File: config.mk
export PLATFORM = sky130hd
export DESIGN_NAME = frame_fragment_reassembly_tracker
export DESIGN_NICKNAME = d
export VERILOG_FILES = /design/src/hdl/frtr_pkg.sv /design/src/hdl/frtr_ram.sv /design/src/hdl/frtr_div.sv /design/src/hdl/frame_fragment_reassembly_tracker.sv
export SDC_FILE = /design/constraint.sdc
export NUM_CORES = 2
export LEC_CHECK = 0
export BUFFER_PORTS_ARGS = -buffer_cell sky130_fd_sc_hd__buf_2
export CORE_ASPECT_RATIO = 1.5
export CORE_MARGIN = 8
export CORE_UTILIZATION = 35
export CTS_BUF_LIST = sky130_fd_sc_hd__clkbuf_16
export CTS_CLUSTER_DIAMETER = 40
export DETAILED_ROUTE_END_ITERATION = 10
export GPL_TIMING_DRIVEN = 0
export PLACE_DENSITY = 0.51
export SLEW_MARGIN = 5
export SYNTH_ARGS = -nofsm -noshare
export SYNTH_HDL_FRONTEND = slang
export SYNTH_SLANG_ARGS = --single-unit
File: constraint.sdc
create_clock -name clock -period 19 [get_ports clock]
set_clock_uncertainty 0.15 [all_clocks]
set_input_delay 2.85 -clock clock [delete_from_list [all_inputs] [get_ports clock]]
set_output_delay 2.85 -clock clock [all_outputs]
set_load 0.005 [all_outputs]
File: src/hdl/frtr_pkg.sv
package frtr_pkg;

   localparam int MAX_PARTS  = 1024;
   localparam int OLD_WINDOW = 25;
   localparam int HDR_BYTES  = 10;

   localparam int WORD_W    = (MAX_PARTS >= 64) ? 32 : 4;
   localparam int WSEL_W    = $clog2(WORD_W);
   localparam int WORDS     = (MAX_PARTS + WORD_W - 1) / WORD_W;
   localparam int WIDX_W    = $clog2(WORDS);
   localparam int ADDR_W    = WIDX_W + 1;
   localparam int RAM_DEPTH = 2 ** ADDR_W;
   localparam int COUNT_W   = $clog2(MAX_PARTS + 1);
   localparam int DIV_STEPS = 32;
   localparam int STEP_W    = $clog2(DIV_STEPS);

   localparam logic [7:0]  OLD_LIMIT = 8'(256 - OLD_WINDOW);
   localparam logic [10:0] HDR_LEN   = 11'(HDR_BYTES);
   localparam logic [7:0]  REV_OK    = 8'd1;

   typedef enum logic [2:0] {
      STAT_OK       = 3'd0,
      STAT_SHORT    = 3'd1,
      STAT_BAD_REV  = 3'd2,
      STAT_RANGE    = 3'd3,
      STAT_OLD      = 3'd4,
      STAT_DISABLED = 3'd5,
      STAT_TOO_MANY = 3'd6
   } status_type;

   typedef enum logic [2:0] {
      S_CLEAR,
      S_IDLE,
      S_MUL,
      S_CHECK,
      S_DIV,
      S_SLOT,
      S_READ,
      S_MODIFY
   } state_type;

   typedef struct packed {
      logic        start;
      logic [31:0] dividend;
      logic [15:0] divisor;
   } div_req_type;

   typedef struct packed {
      logic        done;
      logic [31:0] quotient;
   } div_rsp_type;

endpackage

File: src/hdl/frtr_ram.sv
module frtr_ram #(
   parameter int WIDTH = 32,
   parameter int DEPTH = 64
) (
   input  logic                     clock,
   input  logic                     wr_en,
   input  logic [$clog2(DEPTH)-1:0] wr_addr,
   input  logic [WIDTH-1:0]         wr_data,
   input  logic                     rd_en,
   input  logic [$clog2(DEPTH)-1:0] rd_addr,
   output logic [WIDTH-1:0]         rd_data
);

   logic [WIDTH-1:0] mem_ff [DEPTH];
   logic [WIDTH-1:0] rd_data_ff;

   always_ff @(posedge clock) begin
      if (wr_en) begin
         mem_ff[wr_addr] <= wr_data;
      end
      if (rd_en) begin
         rd_data_ff <= mem_ff[rd_addr];
      end
   end

   assign rd_data = rd_data_ff;

endmodule

File: src/hdl/frtr_div.sv
module frtr_div (
   input  logic                  clock,
   input  logic                  reset,
   input  frtr_pkg::div_req_type req,
   output frtr_pkg::div_rsp_type rsp
);

   logic                        run_ff, run_in;
   logic                        done_ff, done_in;
   logic [frtr_pkg::STEP_W-1:0] cnt_ff, cnt_in;
   logic [31:0]                 quo_ff, quo_in;
   logic [15:0]                 rem_ff, rem_in;
   logic [15:0]                 dvs_ff, dvs_in;
   logic [16:0]                 rem_shift;
   logic [17:0]                 diff;
   logic                        ge;

   assign rem_shift = {rem_ff, quo_ff[31]};
   assign diff      = {1'b0, rem_shift} - {2'b00, dvs_ff};
   assign ge        = !diff[17];

   always_comb begin
      run_in  = run_ff;
      done_in = 1'b0;
      cnt_in  = cnt_ff;
      quo_in  = quo_ff;
      rem_in  = rem_ff;
      dvs_in  = dvs_ff;
      if (req.start) begin
         run_in = 1'b1;
         cnt_in = '0;
         quo_in = req.dividend;
         rem_in = '0;
         dvs_in = req.divisor;
      end else if (run_ff) begin
         quo_in = {quo_ff[30:0], ge};
         rem_in = ge ? diff[15:0] : rem_shift[15:0];
         cnt_in = cnt_ff + 1'b1;
         if (cnt_ff == frtr_pkg::STEP_W'(frtr_pkg::DIV_STEPS - 1)) begin
            run_in  = 1'b0;
            done_in = 1'b1;
         end
      end
   end

   always_ff @(posedge clock) begin
      if (reset) begin
         run_ff  <= 1'b0;
         done_ff <= 1'b0;
      end else begin
         run_ff  <= run_in;
         done_ff <= done_in;
      end
      cnt_ff <= cnt_in;
      quo_ff <= quo_in;
      rem_ff <= rem_in;
      dvs_ff <= dvs_in;
   end

   assign rsp.done     = done_ff;
   assign rsp.quotient = quo_ff + 32'(rem_ff != 16'd0);

endmodule

File: src/hdl/frame_fragment_reassembly_tracker.sv
// Header rejects (disabled, short, revision, range, old) strobe from S_CHECK after S_MUL; too
// many parts or a part beyond the slot total from S_SLOT after the 32-step divider; accepted
// parts from S_MODIFY after S_READ. Busy drops with the strobe unless a sweep follows. A restart
// sweeps each dirty part-bit RAM half before an accepted result or after an S_SLOT range reject;
// a done frame sweeps its half (slot 1: all dirty halves) after. Synchronous reset: enable on,
// slots empty, both halves swept. Results are strobed for one cycle; the receiver cannot stall them.
module frame_fragment_reassembly_tracker (
   input  logic        clock,
   input  logic        reset,
   input  logic        start,
   output logic        busy,
   input  logic [10:0] req_packet_length,
   input  logic [7:0]  req_protocol_revision,
   input  logic [7:0]  req_frame_number,
   input  logic [15:0] req_part_number,
   input  logic [15:0] req_part_size_limit,
   input  logic [31:0] req_total_frame_bytes,
   output logic        rsp_strobe,
   output logic [2:0]  rsp_status,
   output logic        rsp_target_slot,
   output logic [31:0] rsp_write_offset,
   output logic [10:0] rsp_payload_bytes,
   output logic        rsp_frame_done,
   output logic [7:0]  rsp_done_frame_number,
   output logic [31:0] rsp_done_frame_bytes,
   input  logic        csr_valid,
   output logic        csr_ready,
   input  logic        csr_rx_enable
);

   localparam int CW = frtr_pkg::COUNT_W;
   localparam int WW = frtr_pkg::WORD_W;
   localparam int SW = frtr_pkg::WSEL_W;
   localparam int IW = frtr_pkg::WIDX_W;
   localparam int AW = frtr_pkg::ADDR_W;

   frtr_pkg::state_type  state_ff, state_in;
   logic                 pending_ff, pending_in;
   logic                 rx_enable_ff, rx_enable_in;
   logic [7:0]           expected_ff, expected_in;
   logic [1:0]           in_use_ff, in_use_in;
   logic [1:0][31:0]     bytes_ff, bytes_in;
   logic [1:0][CW-1:0]   total_ff, total_in;
   logic [1:0][CW-1:0]   count_ff, count_in;
   logic                 order_ff, order_in;
   logic [1:0]           dirty_ff, dirty_in;
   logic [1:0]           mask_ff, mask_in;
   logic [IW-1:0]        idx_ff, idx_in;
   logic                 slot_ff, slot_in;

   logic [10:0]          len_ff, len_in;
   logic [7:0]           rev_ff, rev_in;
   logic [7:0]           frame_ff, frame_in;
   logic [15:0]          part_ff, part_in;
   logic [15:0]          psize_ff, psize_in;
   logic [31:0]          fbytes_ff, fbytes_in;
   logic [31:0]          offset_ff, offset_in;

   logic                 rsp_valid_ff, rsp_valid_in;
   frtr_pkg::status_type rsp_status_ff, rsp_status_in;
   logic                 rsp_slot_ff, rsp_slot_in;
   logic [31:0]          rsp_offset_ff, rsp_offset_in;
   logic [10:0]          rsp_payload_ff, rsp_payload_in;
   logic                 rsp_done_ff, rsp_done_in;
   logic [7:0]           rsp_dnum_ff, rsp_dnum_in;
   logic [31:0]          rsp_dbytes_ff, rsp_dbytes_in;

   frtr_pkg::div_req_type div_req;
   frtr_pkg::div_rsp_type div_rsp;

   logic                 ram_wr_en;
   logic [AW-1:0]        ram_wr_addr;
   logic [WW-1:0]        ram_wr_data;
   logic                 ram_rd_en;
   logic [AW-1:0]        ram_rd_addr;
   logic [WW-1:0]        ram_rd_data;

   logic                 csr_write;
   logic                 item_accept;

   logic [32:0]          c_sum;
   logic                 c_err;
   frtr_pkg::status_type c_status;

   logic                 p_slot;
   logic [1:0]           p_in_use;
   logic [1:0][31:0]     p_bytes;
   logic [1:0][CW-1:0]   p_total;
   logic [1:0][CW-1:0]   p_count;
   logic                 p_order;
   logic [7:0]           p_exp;
   logic [1:0]           p_mask;
   logic                 p_too_many;
   logic                 p_range_err;

   logic                 m_bit;
   logic [CW-1:0]        m_count;
   logic                 m_done;
   logic                 m_half;
   logic [1:0]           m_half_bit;
   logic [WW-1:0]        m_word;
   logic [1:0]           m_mask;

   logic                 clr_half;
   logic                 clr_last;
   logic [1:0]           clr_mask_after;

   frtr_div u_div (
      .clock (clock),
      .reset (reset),
      .req   (div_req),
      .rsp   (div_rsp)
   );

   frtr_ram #(
      .WIDTH (WW),
      .DEPTH (frtr_pkg::RAM_DEPTH)
   ) u_bits (
      .clock   (clock),
      .wr_en   (ram_wr_en),
      .wr_addr (ram_wr_addr),
      .wr_data (ram_wr_data),
      .rd_en   (ram_rd_en),
      .rd_addr (ram_rd_addr),
      .rd_data (ram_rd_data)
   );

   assign busy        = (state_ff != frtr_pkg::S_IDLE);
   assign csr_ready   = !busy && !start;
   assign csr_write   = csr_valid && csr_ready;
   assign item_accept = start && !busy;

   always_comb begin
      c_sum    = {1'b0, offset_ff} + 33'(psize_ff);
      c_err    = 1'b1;
      c_status = frtr_pkg::STAT_OK;
      if (!rx_enable_ff) begin
         c_status = frtr_pkg::STAT_DISABLED;
      end else if (len_ff < frtr_pkg::HDR_LEN) begin
         c_status = frtr_pkg::STAT_SHORT;
      end else if (rev_ff != frtr_pkg::REV_OK) begin
         c_status = frtr_pkg::STAT_BAD_REV;
      end else if (psize_ff == 16'd0 || c_sum[32] || offset_ff >= fbytes_ff) begin
         c_status = frtr_pkg::STAT_RANGE;
      end else if (8'(frame_ff - expected_ff) >= frtr_pkg::OLD_LIMIT) begin
         c_status = frtr_pkg::STAT_OLD;
      end else begin
         c_err = 1'b0;
      end
   end

   always_comb begin
      p_too_many = div_rsp.quotient > 32'(frtr_pkg::MAX_PARTS);
      p_slot     = 1'b0;
      p_in_use   = in_use_ff;
      p_bytes    = bytes_ff;
      p_total    = total_ff;
      p_count    = count_ff;
      p_order    = order_ff;
      p_exp      = expected_ff;
      p_mask     = mask_ff;
      if (frame_ff == expected_ff) begin
         p_slot = 1'b0;
      end else if (frame_ff == 8'(expected_ff + 8'd1) && in_use_ff[0]) begin
         p_slot = 1'b1;
      end else begin
         p_in_use = '0;
         p_bytes  = '0;
         p_total  = '0;
         p_count  = '0;
         p_order  = 1'b0;
         p_exp    = frame_ff;
         p_mask   = mask_ff | dirty_ff;
      end
      if (!p_in_use[p_slot]) begin
         p_in_use[p_slot] = 1'b1;
         p_bytes[p_slot]  = fbytes_ff;
         p_total[p_slot]  = div_rsp.quotient[CW-1:0];
         p_count[p_slot]  = '0;
      end else if (fbytes_ff > p_bytes[p_slot]) begin
         p_bytes[p_slot] = fbytes_ff;
         p_total[p_slot] = div_rsp.quotient[CW-1:0];
      end
      p_range_err = 32'(part_ff) >= 32'(p_total[p_slot]);
   end

   always_comb begin
      m_bit      = ram_rd_data[part_ff[SW-1:0]];
      m_count    = count_ff[slot_ff] + CW'(!m_bit);
      m_done     = (m_count == total_ff[slot_ff]);
      m_half     = slot_ff ^ order_ff;
      m_half_bit = 2'b01 << m_half;
      m_word     = ram_rd_data | (WW'(1) << part_ff[SW-1:0]);
      m_mask     = mask_ff;
      if (m_done) begin
         if (!slot_ff) begin
            m_mask = mask_ff | m_half_bit;
         end else begin
            m_mask = mask_ff | dirty_ff | m_half_bit;
         end
      end
   end

   assign clr_half       = !mask_ff[0];
   assign clr_last       = (idx_ff == IW'(frtr_pkg::WORDS - 1));
   assign clr_mask_after = mask_ff & ~(2'b01 << clr_half);

   always_comb begin
      ram_wr_en   = 1'b0;
      ram_wr_addr = {m_half, part_ff[SW +: IW]};
      ram_wr_data = m_word;
      if (state_ff == frtr_pkg::S_CLEAR) begin
         ram_wr_en   = 1'b1;
         ram_wr_addr = {clr_half, idx_ff};
         ram_wr_data = '0;
      end else if (state_ff == frtr_pkg::S_MODIFY && !m_bit) begin
         ram_wr_en = 1'b1;
      end
      ram_rd_en   = (state_ff == frtr_pkg::S_READ);
      ram_rd_addr = {slot_ff ^ order_ff, part_ff[SW +: IW]};
   end

   always_comb begin
      state_in = state_ff;
      case (state_ff)
         frtr_pkg::S_CLEAR: begin
            if (clr_last && clr_mask_after == 2'b00) begin
               state_in = pending_ff ? frtr_pkg::S_READ : frtr_pkg::S_IDLE;
            end
         end
         frtr_pkg::S_IDLE: begin
            if (csr_write && !csr_rx_enable && dirty_ff != 2'b00) begin
               state_in = frtr_pkg::S_CLEAR;
            end else if (item_accept) begin
               state_in = frtr_pkg::S_MUL;
            end
         end
         frtr_pkg::S_MUL: begin
            state_in = frtr_pkg::S_CHECK;
         end
         frtr_pkg::S_CHECK: begin
            state_in = c_err ? frtr_pkg::S_IDLE : frtr_pkg::S_DIV;
         end
         frtr_pkg::S_DIV: begin
            if (div_rsp.done) begin
               state_in = frtr_pkg::S_SLOT;
            end
         end
         frtr_pkg::S_SLOT: begin
            if (p_too_many) begin
               state_in = frtr_pkg::S_IDLE;
            end else if (p_mask != 2'b00) begin
               state_in = frtr_pkg::S_CLEAR;
            end else if (p_range_err) begin
               state_in = frtr_pkg::S_IDLE;
            end else begin
               state_in = frtr_pkg::S_READ;
            end
         end
         frtr_pkg::S_READ: begin
            state_in = frtr_pkg::S_MODIFY;
         end
         frtr_pkg::S_MODIFY: begin
            state_in = (m_mask != 2'b00) ? frtr_pkg::S_CLEAR : frtr_pkg::S_IDLE;
         end
         default: begin
            state_in = frtr_pkg::S_IDLE;
         end
      endcase
   end

   always_comb begin
      pending_in     = pending_ff;
      rx_enable_in   = rx_enable_ff;
      expected_in    = expected_ff;
      in_use_in      = in_use_ff;
      bytes_in       = bytes_ff;
      total_in       = total_ff;
      count_in       = count_ff;
      order_in       = order_ff;
      dirty_in       = dirty_ff;
      mask_in        = mask_ff;
      idx_in         = idx_ff;
      slot_in        = slot_ff;
      len_in         = len_ff;
      rev_in         = rev_ff;
      frame_in       = frame_ff;
      part_in        = part_ff;
      psize_in       = psize_ff;
      fbytes_in      = fbytes_ff;
      offset_in      = offset_ff;
      div_req.start    = 1'b0;
      div_req.dividend = fbytes_ff;
      div_req.divisor  = psize_ff;
      rsp_valid_in   = 1'b0;
      rsp_status_in  = frtr_pkg::STAT_OK;
      rsp_slot_in    = 1'b0;
      rsp_offset_in  = '0;
      rsp_payload_in = '0;
      rsp_done_in    = 1'b0;
      rsp_dnum_in    = '0;
      rsp_dbytes_in  = '0;
      case (state_ff)
         frtr_pkg::S_CLEAR: begin
            if (clr_last) begin
               idx_in             = '0;
               mask_in            = clr_mask_after;
               dirty_in[clr_half] = 1'b0;
            end else begin
               idx_in = idx_ff + 1'b1;
            end
         end
         frtr_pkg::S_IDLE: begin
            if (csr_write) begin
               rx_enable_in = csr_rx_enable;
               if (!csr_rx_enable) begin
                  expected_in = '0;
                  in_use_in   = '0;
                  bytes_in    = '0;
                  total_in    = '0;
                  count_in    = '0;
                  order_in    = 1'b0;
                  mask_in     = dirty_ff;
                  pending_in  = 1'b0;
               end
            end
            if (item_accept) begin
               len_in    = req_packet_length;
               rev_in    = req_protocol_revision;
               frame_in  = req_frame_number;
               part_in   = req_part_number;
               psize_in  = req_part_size_limit;
               fbytes_in = req_total_frame_bytes;
            end
         end
         frtr_pkg::S_MUL: begin
            offset_in = {16'd0, part_ff} * {16'd0, psize_ff};
         end
         frtr_pkg::S_CHECK: begin
            if (c_err) begin
               rsp_valid_in  = 1'b1;
               rsp_status_in = c_status;
            end else begin
               div_req.start = 1'b1;
            end
         end
         frtr_pkg::S_DIV: begin
         end
         frtr_pkg::S_SLOT: begin
            if (p_too_many) begin
               rsp_valid_in  = 1'b1;
               rsp_status_in = frtr_pkg::STAT_TOO_MANY;
            end else begin
               in_use_in   = p_in_use;
               bytes_in    = p_bytes;
               total_in    = p_total;
               count_in    = p_count;
               order_in    = p_order;
               expected_in = p_exp;
               mask_in     = p_mask;
               slot_in     = p_slot;
               if (p_range_err) begin
                  rsp_valid_in  = 1'b1;
                  rsp_status_in = frtr_pkg::STAT_RANGE;
                  rsp_slot_in   = p_slot;
               end else begin
                  pending_in = 1'b1;
               end
            end
         end
         frtr_pkg::S_READ: begin
            pending_in = 1'b0;
         end
         frtr_pkg::S_MODIFY: begin
            if (!m_bit) begin
               dirty_in[m_half] = 1'b1;
            end
            count_in[slot_ff] = m_count;
            rsp_valid_in   = 1'b1;
            rsp_status_in  = frtr_pkg::STAT_OK;
            rsp_slot_in    = slot_ff;
            rsp_offset_in  = offset_ff;
            rsp_payload_in = len_ff - frtr_pkg::HDR_LEN;
            if (m_done) begin
               rsp_done_in   = 1'b1;
               rsp_dnum_in   = frame_ff;
               rsp_dbytes_in = bytes_ff[slot_ff];
               mask_in       = m_mask;
               if (!slot_ff) begin
                  in_use_in   = {1'b0, in_use_ff[1]};
                  bytes_in    = {32'd0, bytes_ff[1]};
                  total_in    = {CW'(0), total_ff[1]};
                  count_in    = {CW'(0), count_ff[1]};
                  order_in    = !order_ff;
                  expected_in = expected_ff + 8'd1;
               end else begin
                  in_use_in   = '0;
                  bytes_in    = '0;
                  total_in    = '0;
                  count_in    = '0;
                  order_in    = 1'b0;
                  expected_in = expected_ff + 8'd2;
               end
            end
         end
         default: begin
         end
      endcase
   end

   always_ff @(posedge clock) begin
      if (reset) begin
         state_ff     <= frtr_pkg::S_CLEAR;
         pending_ff   <= 1'b0;
         rx_enable_ff <= 1'b1;
         expected_ff  <= '0;
         in_use_ff    <= '0;
         bytes_ff     <= '0;
         total_ff     <= '0;
         count_ff     <= '0;
         order_ff     <= 1'b0;
         dirty_ff     <= 2'b11;
         mask_ff      <= 2'b11;
         idx_ff       <= '0;
         rsp_valid_ff <= 1'b0;
      end else begin
         state_ff     <= state_in;
         pending_ff   <= pending_in;
         rx_enable_ff <= rx_enable_in;
         expected_ff  <= expected_in;
         in_use_ff    <= in_use_in;
         bytes_ff     <= bytes_in;
         total_ff     <= total_in;
         count_ff     <= count_in;
         order_ff     <= order_in;
         dirty_ff     <= dirty_in;
         mask_ff      <= mask_in;
         idx_ff       <= idx_in;
         rsp_valid_ff <= rsp_valid_in;
      end
      slot_ff        <= slot_in;
      len_ff         <= len_in;
      rev_ff         <= rev_in;
      frame_ff       <= frame_in;
      part_ff        <= part_in;
      psize_ff       <= psize_in;
      fbytes_ff      <= fbytes_in;
      offset_ff      <= offset_in;
      rsp_status_ff  <= rsp_status_in;
      rsp_slot_ff    <= rsp_slot_in;
      rsp_offset_ff  <= rsp_offset_in;
      rsp_payload_ff <= rsp_payload_in;
      rsp_done_ff    <= rsp_done_in;
      rsp_dnum_ff    <= rsp_dnum_in;
      rsp_dbytes_ff  <= rsp_dbytes_in;
   end

   assign rsp_strobe            = rsp_valid_ff;
   assign rsp_status            = rsp_status_ff;
   assign rsp_target_slot       = rsp_slot_ff;
   assign rsp_write_offset      = rsp_offset_ff;
   assign rsp_payload_bytes     = rsp_payload_ff;
   assign rsp_frame_done        = rsp_done_ff;
   assign rsp_done_frame_number = rsp_dnum_ff;
   assign rsp_done_frame_bytes  = rsp_dbytes_ff;

`ifndef SYNTHESIS
   a_sweep_busy: assert property (@(posedge clock) disable iff (reset)
      (mask_ff != 2'b00) |-> busy)
      else $error("clear sweep pending while idle");

   a_slot_order: assert property (@(posedge clock) disable iff (reset)
      in_use_ff[1] |-> in_use_ff[0])
      else $error("slot 1 open without slot 0");

   a_count_bound: assert property (@(posedge clock) disable iff (reset)
      (count_ff[0] <= CW'(frtr_pkg::MAX_PARTS)) && (count_ff[1] <= CW'(frtr_pkg::MAX_PARTS)))
      else $error("part count above part capacity");

   a_done_only_ok: assert property (@(posedge clock) disable iff (reset)
      (rsp_strobe && rsp_status != frtr_pkg::STAT_OK) |-> !rsp_frame_done)
      else $error("frame done on rejected item");

   a_accept_busy: assert property (@(posedge clock) disable iff (reset)
      item_accept |=> busy)
      else $error("not busy after item accepted");
`endif

endmodule

==> summary.md <==
| Metric | Value |
|---|---|
| Syn Nets | 6736 |
| GPL Wtd Cong | 0.911 |
| Detail Placement HPWL | 248000 µm |
| Largest net degree at the start of global routing | 51 |
| Synth top area share | 0.617 |
| Initial Util | 0.352 |
| Worst Max-Slew Pin Slew | 1.47 ns |
| Final period utilization | 0.583 |
| Gr ovfl total | 0 |
| Flops & latches, synth | 2497 |
| Crit path DAT | 11.70 ns |
| Setup bufs post-CTS | 0 |
| Area contributors post-synth | edfxtp_1 (62%), mux4_2 (14%), dfxtp_1 (4.5%) |
| Final Slew Violations | 0 |
| First-pass GRT wire length | 487000 µm |
| Final Critical Period | 11.08 ns |
| Unique cell type count in the Yosys netlist | 95 |
| Core footprint | 0.312 mm² |
| Vias | 60900 |
| Type of the worst min-delay path | reg -> reg |
| Post-synth EDFFs | 2252 |
| Critical Path End Type | flop |
| Clock Tree Root | clkbuf_16 |
| Detailed-route DRC error count | 0 |
| Height of the die | 701 µm |
| Clk pin slew, worst setup/hold paths | 0.07 ns |
| Synthesis Warnings | 0 |
| Unrepaired setup endpoints after global routing | no |
| CP bufs+invs | 3 |
| Cell count after synthesis | 6215 |
| Max-cap violations | 0 |
| Detailed Route Iter0 Violations | 5223 |
| Slew headroom | 0.0213 |
| Status | finished clean |
| Final Net Count | 7349 |
| Area grow syn2layout | 17.9% |
| WL final | 347000 µm |
| Vias in the first global route | 64900 |
| Worst skew pair latency | 0.89 ns |
| Setup-failing EPs final | 0 |
| Crit path launch | expected_ff[0]$_SDFFE_PP0P_ |
| Input/output buffers | 186 |
| Num Clock Sinks | 2497 |
| Largest stage delay, worst path | 1.15 ns |
| Vias per cell | 5.42 |
| Clock buffer depth | 4 |
| CTS Hold Buffers Added | 0 |
| Pwr per Cell Area | 91.8 mW/mm² |
| CTS resizes | 0 |
| CP Max Fanout | 10 |
| Antenna Nets Post-Route | 0 |
| Num CTS Buffers | 300 |
| Share of post-route cells with drive strength above 1 | 0.247 |
| Max VDD drop | 0.0739 mV |
| # rows | 251 |
| Leak | 43.5 nW |
| Finished Core Util | 0.415 |
| Max Fclk | 0.0903 GHz |
| Critical path data required time | 19.62 ns |
| Ys flop type | edfxtp_1 |
| Top cell by count, worst path | ha_1 |
| Setup TNS | 0 ns |
| Hold path start | order_ff$_SDFFE_PP0P_ |
| Slowest CP cell | o31ai_2 |
| GRT Util Overall | 0.204 |
| Seq/Total Area, Yosys | 0.662 |
| Die area | 0.332 mm² |
| Htree depth | 5 |
| Cell Area, Synth | 0.110 mm² |
| FFs w/ async S/R, synth | 0 |
| Cell family with most CP delay | compound AO/OA/AOI/OAI gates |
| DIE WIDTH | 473 µm |
| Critical R2R Launch | expected_ff[0]$_SDFFE_PP0P_ |
| Largest area contributor in the netlist | edfxtp_1 |
| Routed wire per std cell | 30.8 µm |
| CTS tree | built |
| Antenna violations before repair | 28 |
| Post-Syn Area per Cell | 17.6 µm² |
| # IOs | 187 |
| Filler cell count in the final layout | 27900 |
| Final Hold Fails | 0 |
| Setup crit start kind | flop |
| Setup Crit Path Kind | reg -> reg |
| Drt first pass iters | 7 |
cell usage after synthesis, types with 42 or more instances:
master and instances:
inv_1 346, o21ai_0 117, clkbuf_1 239, fa_1 196
nand3_1 48, xor2_1 45, edfxtp_1 2252, dfxtp_1 245
nor2_1 247, and3_1 54, a21oi_1 136, a22oi_1 42
a22o_1 55, and2_1 124, nand2_1 295, mux4_2 681
ha_1 229, xnor2_1 59, mux2i_1 105, buf_1 50
report_power, final:
part / internal, mW / switching [mW] / total (mW)
Sequential: 5.93 / 0.00843 / 5.94
Clock: 3.38 / 2.45 / 5.83
Combinational: 0.0318 / 0.0598 / 0.0916
worst paths after layout:
kind	end	cells past startpoint	slack [ns]
worst max-delay path	state_ff[2]$_SDFFE_PP0P_	25	7.92
worst min-delay path	order_ff$_SDFFE_PP0P_	1	0.32
worst max register to register	state_ff[2]$_SDFFE_PP0P_	25	7.92
worst min register to register	order_ff$_SDFFE_PP0P_	1	0.32
layout make-up:
type | instances | area [µm²] | area share
clock inverter | 224 | 2380 | 0.0184
buffer | 336 | 1450 | 0.0112
tap | 4174 | 5220 | 0.0404
sequential | 2497 | 72500 | 0.561
timing repair buffer | 311 | 3600 | 0.0279
inverter | 352 | 1320 | 0.0102
multi-input combinational | 3030 | 35100 | 0.272
clock buffer | 304 | 7610 | 0.0589
antenna | 16 | 40.0 | 0.000310
cells in the final DEF, fill, tap and decap left out, types with 36 or more instances in the layout:
master	count
a21o_1	39
a21oi_1	136
a22o_1	55
a22oi_1	42
and2_1	124
and3_1	53
buf_1	44
buf_12	84
buf_2	213
clkbuf_1	225
clkbuf_16	304
dfxtp_1	245
edfxtp_1	2252
fa_1	196
ha_1	229
inv_1	379
mux2i_1	105
mux4_2	681
nand2_1	295
nand3_1	48
nand4_1	36
nor2_1	152
nor2_4	97
o21ai_0	117
o22ai_1	39
xnor2_1	59
xor2_1	45
stage by stage:
stage | std cells | total power [mW] | setup slack, ns | hold slack (ns) | cell area (µm²)
finish | 11200 | 11.9 | 7.92 | 0.319 | 129000
global route | 11200 | 12.2 | 7.67 | 0.342 | 129000
detailed placement | 10700 | 6.15 | 7.97 | 0.309 | 119000
floorplan | 6215 | 6.09 | 11.24 | 0.274 | 110000
CTS | 11200 | 12.0 | 7.95 | 0.322 | 129000
global placement | 10600 | 6.14 | 7.66 | 0.301 | 116000
routing by layer:
layer	share of wire	track usage	routed length, µm
met5	0.000046	0	16
met4	0.069	0.116	24000
met3	0.051	0.0321	17700
met2	0.53	0.377	183000
met1	0.35	0.222	122000
flip-flops by register name, summed over array words and instances, names as in the netlist, 5 cells and up:
| register | flops |
|---|---|
| part_ff | 16 |
| rsp_done_frame_number | 8 |
| bytes_ff | 64 |
| offset_ff | 32 |
| u_div.quo_ff | 32 |
| idx_ff | 5 |
| fbytes_ff | 32 |
| len_ff | 11 |
| u_bits.rd_data | 32 |
| u_bits.mem_ff | 2048 |
| rev_ff | 8 |
| u_div.rem_ff | 16 |
| total_ff | 22 |
| expected_ff | 8 |
| count_ff | 22 |
| psize_ff | 16 |
| u_div.cnt_ff | 5 |
| rsp_done_frame_bytes | 32 |
| frame_ff | 8 |
| u_div.dvs_ff | 16 |
| rsp_write_offset | 32 |
| rsp_payload_bytes | 11 |
kinds of logic after synthesis:
group | synth area share
DFF | 0.662
and+or+nand+nor | 0.0469
muxes | 0.153
buffers and inverters | 0.0250
AOI/OAI and AO/OA | 0.0433
adders and majority gates | 0.0619
xor gates and xnor gates | 0.00831
No activity file was read; power rests on OpenSTA's default activity.
